## src/hw/rtl/lga_pkg.sv

```systemverilog
// lga_pkg: shared types and constants for the life automaton grid
// used by lga_lane, lga_row and life_automaton_grid; no dependencies
package lga_pkg;

  localparam int ROW_W  = 64;
  localparam int IDX_W  = 6;
  localparam int MODE_W = 2;
  localparam int CNT_W  = 4;

  typedef enum logic [MODE_W-1:0] {
    MODE_LOAD = 2'd0,
    MODE_STEP = 2'd1,
    MODE_READ = 2'd2,
    MODE_NONE = 2'd3
  } mode_t;

  // 3x3 neighborhood of one cell, bit 0 left, bit 1 center, bit 2 right
  typedef struct packed {
    logic [2:0] above;
    logic [2:0] mid;
    logic [2:0] below;
  } nbhd_t;

endpackage

```

## src/hw/rtl/lga_lane.sv

```systemverilog
// lga_lane: next state of one cell under rule b3/s23
// depends on lga_pkg for the neighborhood struct
module lga_lane (
  input  lga_pkg::nbhd_t nb,
  output logic           alive
);

  logic [lga_pkg::CNT_W-1:0] n;

  always_comb begin
    n = lga_pkg::CNT_W'(nb.above[0]) + lga_pkg::CNT_W'(nb.above[1])
      + lga_pkg::CNT_W'(nb.above[2]) + lga_pkg::CNT_W'(nb.mid[0])
      + lga_pkg::CNT_W'(nb.mid[2])   + lga_pkg::CNT_W'(nb.below[0])
      + lga_pkg::CNT_W'(nb.below[1]) + lga_pkg::CNT_W'(nb.below[2]);
    alive = (n == lga_pkg::CNT_W'(3)) || (nb.mid[1] && (n == lga_pkg::CNT_W'(2)));
  end

endmodule

```

## src/hw/rtl/lga_row.sv

```systemverilog
// lga_row: one lane per column computes a full next-generation row
// depends on lga_pkg and lga_lane; merges lane bits into one row word
module lga_row #(
  parameter int SIDE = 64
) (
  input  logic [lga_pkg::ROW_W-1:0] above,
  input  logic [lga_pkg::ROW_W-1:0] mid,
  input  logic [lga_pkg::ROW_W-1:0] below,
  output logic [lga_pkg::ROW_W-1:0] word
);

  logic [lga_pkg::ROW_W-1:0] lane_bits;

  for (genvar c = 0; c < lga_pkg::ROW_W; c++) begin : g_col
    if (c < SIDE) begin : g_lane
      localparam int CL = (c == 0) ? SIDE - 1 : c - 1;
      localparam int CR = (c == SIDE - 1) ? 0 : c + 1;
      lga_pkg::nbhd_t nb;
      assign nb.above = {above[CR], above[c], above[CL]};
      assign nb.mid   = {mid[CR], mid[c], mid[CL]};
      assign nb.below = {below[CR], below[c], below[CL]};
      lga_lane u_lane (
        .nb    (nb),
        .alive (lane_bits[c])
      );
    end else begin : g_pad
      assign lane_bits[c] = 1'b0;
    end
  end

  // merge: columns beyond the grid stay dead
  assign word = lane_bits;

endmodule

```

## config.mk

```make
export PLATFORM = sky130hd
export DESIGN_NAME = lga_row
export DESIGN_NICKNAME = d
export VERILOG_FILES = /design/src/hw/rtl/lga_pkg.sv /design/src/hw/rtl/lga_lane.sv /design/src/hw/rtl/lga_row.sv
export SDC_FILE = /design/constraint.sdc
export NUM_CORES = 1
export LEC_CHECK = 0
export ABC_AREA = 1
export BUFFER_PORTS_ARGS = -buffer_cell sky130_fd_sc_hd__buf_2
export CORE_ASPECT_RATIO = 0.8
export CORE_MARGIN = 3
export CORE_UTILIZATION = 45
export DETAILED_ROUTE_END_ITERATION = 10
export GPL_TIMING_DRIVEN = 0
export PLACE_DENSITY = 0.71
export SKIP_LAST_GASP = 1
export SLEW_MARGIN = 15
export SYNTH_ARGS = -nofsm -noshare
export SYNTH_HDL_FRONTEND = slang
export SYNTH_HIERARCHICAL = 1
export SYNTH_SLANG_ARGS = --single-unit
```

## constraint.sdc

```tcl
create_clock -name vclk -period 3.7
set_clock_uncertainty 0.1 [all_clocks]
set_input_delay 0.74 -clock vclk [all_inputs]
set_output_delay 0.74 -clock vclk [all_outputs]
set_load 0.01 [all_outputs]
```

# Word-level counts from Yosys, hierarchy flattened
# Index checks and enable logic that the tools add are counted.
[word_totals] output_inout_bits=64 inputBits=192 register_bits=0
[op_classes] n_addsub=448 eq_ne=128 n_reduce_logical=128
[ops] operator="$add 4x1->4" n=384
[ops] operator="$eq 4x2->1 const B" n=128
[ops] operator="$add 1x1->2" n=64
[ops] operator="$logic_and 1x1->1" n=64
[ops] operator="$logic_or 1x1->1" n=64

# Depth between registers and ports, before layout
[depth] depth_word=10 ltp_mapped=11 ltp_nobuf=11

# Modules after synthesis
# Netlist, hierarchy kept.
[by_module_without_submodules] mod="lga_lane" instances=64 area_per_inst_um2=200.2 seq_area_each_um2=0.0 cells_each=28

# Worst setup path before layout
# OpenSTA, ideal clock, no wires.
[synth_timing] path_type="input to output" startpoint="input below[63] in the netlist's numbering" endpoint="output word[0] in the netlist's numbering" path_slack_ps=-331 path_stages=9 required_time_ps=2860 arrival_ps=3191 path_cell_list="inv_1 -> fa_1 -> fa_1 -> fa_1 -> inv_1 -> ha_1 -> fa_1 -> nand3_1 -> a21oi_1"
[synth_via] elab_chain_len=6
[synth_rtl] item="from (decl)" line="lga_row.sv:8" rtl="input logic [lga_pkg::ROW_W-1:0] below,"
[synth_rtl] item="$add 4x1->4 (*)" line="lga_lane.sv:13" rtl="+ lga_pkg::CNT_W'(nb.mid[2]) + lga_pkg::CNT_W'(nb.below[0])"
[synth_rtl] item="$add 4x1->4 (*) (2 in a row)" line="lga_lane.sv:14" rtl="+ lga_pkg::CNT_W'(nb.below[1]) + lga_pkg::CNT_W'(nb.below[2]);"
[synth_rtl] item="$eq 4x2->1" line="lga_lane.sv:15" rtl="alive = (n == lga_pkg::CNT_W'(3)) || (nb.mid[1] && (n == lga_pkg::CNT_W'(2)));"
[synth_rtl] item="$logic_and 1x1->1" line="lga_lane.sv:15"
[synth_rtl] item="$logic_or 1x1->1 (*)" line="lga_lane.sv:15"
[synth_rtl] item="to (decl)" line="lga_row.sv:9" rtl="output logic [lga_pkg::ROW_W-1:0] word"
# Every way passes the cells marked *; elsewhere a longest branch is shown, timed or not.

# Worst setup path in the final report
[layout_timing] startpoint="input mid[49] in the netlist's numbering" endpoint="output word[50] in the netlist's numbering"
[layout_via] elab_chain_len=8
[layout_rtl] item="from (decl)" line="lga_row.sv:7" rtl="input logic [lga_pkg::ROW_W-1:0] mid,"
[layout_rtl] item="$add 4x1->4 (*)" line="lga_lane.sv:12" rtl="+ lga_pkg::CNT_W'(nb.above[2]) + lga_pkg::CNT_W'(nb.mid[0])"
[layout_rtl] item="$add 4x1->4 (*) (2 in a row)" line="lga_lane.sv:13"
[layout_rtl] item="$add 4x1->4 (*) (2 in a row)" line="lga_lane.sv:14"
[layout_rtl] item="$eq 4x2->1" line="lga_lane.sv:15"
[layout_rtl] item="$logic_and 1x1->1" line="lga_lane.sv:15"
[layout_rtl] item="$logic_or 1x1->1 (*)" line="lga_lane.sv:15"
# Marks and branches as above.

==> flow_metrics.env <==
export IMPL_fmax_mhz=231
export IMPL_dp_slack_ns=-0.672
export IMPL_final_nets=2754
export IMPL_clock_buffers=0
export IMPL_outcome="finished with violations"
export IMPL_period_needed_ns=4.33
export IMPL_grt_pass1_wl_um=49500
export IMPL_peakVddDrop_mv=0.179
export IMPL_cp_common_cell="fa_1"
export IMPL_syn_num_nets=2432
export IMPL_coreArea_um2=27600
export IMPL_setup_tns_ns=-35.67
export IMPL_wl_per_cell_um=12.1
export IMPL_grt_setup_unrepaired="yes"
export IMPL_worstMarginPinSlew_ns=0.163
export IMPL_cp_data_required_time_ns=2.86
export IMPL_critical_path_class="input pin to primary output"
export IMPL_grt_usage_pct=18.7
export IMPL_synth_warning_count=6
export IMPL_start_util_pct=46.4
export IMPL_ys_seq_area_share_pct=0
export IMPL_critical_path_top_delay_family="adder cells"
export IMPL_yosys_area_top_type_share_pct=40.0
export IMPL_nFlopsAndLatches=0
export IMPL_drcViolationCount=0
export IMPL_drive_gt1_share_pct=31.5
export IMPL_syn_to_final_growth_pct=32.2
export IMPL_hold_path_class="input pin to primary output"
export IMPL_worstHoldStart="mid[63]"
export IMPL_crit_chain="buf_8 > inv_4 > fa_1 > fa_1 > fa_1 > inv_2 > ha_4 > fa_1 > nand3_2 > a21oi_2 > buf_2"
export IMPL_p_per_area_nw_per_um2=293
export IMPL_portBuffers=256
export IMPL_final_cells=2477
export IMPL_postRouteAntennaNets=0
export IMPL_die_h_um=157
export IMPL_hold_violations=0
export IMPL_min_to="word[63]"
export IMPL_slowest_stage="fa_1"
export IMPL_internal_power_mw=2.28
export IMPL_grt_pass1_vias=11600
export IMPL_rows=54
export IMPL_antenna_found_initial=3
export IMPL_num_vias=10900
export IMPL_dp_hpwl_um=26300
export IMPL_violations="negative setup slack"
export IMPL_fin_crit_sh_pct=117
export IMPL_slew_limit_headroom_pct=89.1
export IMPL_p_switching_mw=2.69
export IMPL_die_area_um2=30500
export IMPL_synth_distinct_cells=6
export IMPL_power_frac_comb_pct=100.0
export IMPL_routabilityCongestion=0.834
export IMPL_avgSynthCellArea_um2=7.15
export IMPL_die_w_um=195
export IMPL_setup_slack_ns=-0.631
export IMPL_critPathArrivalTime_ns=3.49
export IMPL_grt_max_degree=4
export IMPL_synth_cells=1792
export IMPL_ios=256
export IMPL_crit_path_max_fanout=3
export IMPL_hold_depth=6
export IMPL_crit_path_end_kind="primary output"
export IMPL_worst_setup_path_start_kind="input pin"
export IMPL_critPathBufInv=4
export IMPL_overflow=0
export IMPL_yosys_top_cells_count="inv_1 (960), fa_1 (256), ha_1 (192), nand2_1 (192), nand3_1 (128)"
export IMPL_maxSlewViolCount=0
export IMPL_setup_viol=64
export IMPL_cap_viol_max_count=0
export IMPL_power_frac_clock_pct=0
export IMPL_seq_area_um2=0
export IMPL_p_leak_nw=10.4
export IMPL_synth_top_area_cell="fa_1"
export IMPL_pwr_share_seq_pct=0
export IMPL_dp_cells=2412
export IMPL_cpPeakStageDelay_ns=0.58
export IMPL_drt_total_wl_um=30000
export IMPL_netlist_area_um2=12800
export IMPL_first_pass_iters=6
export IMPL_ys_top_cells_by_area="fa_1 (40%), inv_1 (28%), ha_1 (19%)"
export IMPL_netSwitchingFraction_pct=54.1
export IMPL_synth_most_common_cell="inv_1"
export IMPL_drt_initial_drc_count=311
export IMPL_post_drt_via_cell_ratio=4.42
==> kinds of logic after synthesis <==
| kind of cell | Yosys count | synth area share, % |
|---|---|---|
| AOI/OAI and AO/OA | 64 | 2.50 |
| adders and majority gates | 448 | 58.8 |
| buffers and inverters | 960 | 28.1 |
| and+or+nand+nor | 320 | 10.6 |
==> worst max-delay path by stage <==
| stage | from | end | slack, ns | cells past startpoint |
|---|---|---|---|---|
| finish | mid[49] | word[50] | -0.63 | 11 |
| global route | mid[27] | word[28] | -0.75 | 12 |
| CTS | below[1] | word[2] | -0.63 | 11 |
| detailed placement | mid[1] | word[2] | -0.67 | 11 |
| global placement | below[16] | word[17] | -0.64 | 11 |
| floorplan | mid[63] | word[0] | -0.29 | 9 |
==> power by group through the flow <==
| stage | sequential [mW] | combinational, mW | clock, mW |
|---|---|---|---|
| 2_1_floorplan | 0 | 3.06 | 0 |
| 3_3_place_gp | 0 | 4.00 | 0 |
| 3_5_place_dp | 0 | 4.28 | 0 |
| 4_1_cts | 0 | 4.54 | 0 |
| 5_1_grt | 0 | 5.76 | 0.0000000361 |
| 6_report | 0 | 4.97 | 0.0000000361 |
==> layout by cell type (no fill, tap or decap) <==
cell     count
inv_1      813
fa_1       227
nand2_1    192
buf_2      143
ha_1       128
inv_2      107
buf_4       97
nand3_1     86
a21oi_2     64
buf_8       50
nand3_2     42
inv_4       40
ha_4        35
buf_6       30
fa_2        29
ha_2        29
diode_2      1
==> metal layers <==
| metal | global-route usage [%] | vias to the layer above | wire (um) |
|---|---|---|---|
| met5 | 0 | - | 19 |
| met4 | 4.10 | 4 | 846 |
| met3 | 2.16 | 67 | 1120 |
| met2 | 33.7 | 189 | 15300 |
| met1 | 24.5 | 5218 | 12700 |
| li1 | - | 5463 | - |
==> final cells by class <==
class                           count  area [um2]
Inverter                          960        3700
Tap cell                          364         455
Fill cell                        2378       10700
Timing Repair Buffer              320        2530
Antenna cell                        1        2.50
Multi-Input combinational cell    832       10200
==> through the flow <==
step | hold WS, ns | power [mW] | cell area [um2] | utilization (%)
3_3_place_gp | 1.82 | 4.00 | 14900 | 54.1
4_1_cts | 1.82 | 4.54 | 15800 | 57.2
6_report | 1.80 | 4.97 | 16900 | 61.3
3_5_place_dp | 1.81 | 4.28 | 14900 | 54.1
2_1_floorplan | 1.56 | 3.06 | 13200 | -
5_1_grt | 1.83 | 5.76 | 16900 | 61.3
==> tightest hold or removal path: stages <==
cell     delay, ns
buf_8         0.10
inv_1         0.04
nand2_1       0.04
nand3_1       0.07
a21oi_2       0.03
buf_2         0.13
==> what timing repair did <==
action,4_1_cts,5_1_grt
buffers inserted,29,35
pin swaps,217,211
cloned,0,0
resized for setup,236,281
endpoints found under the setup margin,64,64
hold buffers,0,0
Note: power is estimated with default switching activity, not from simulation.
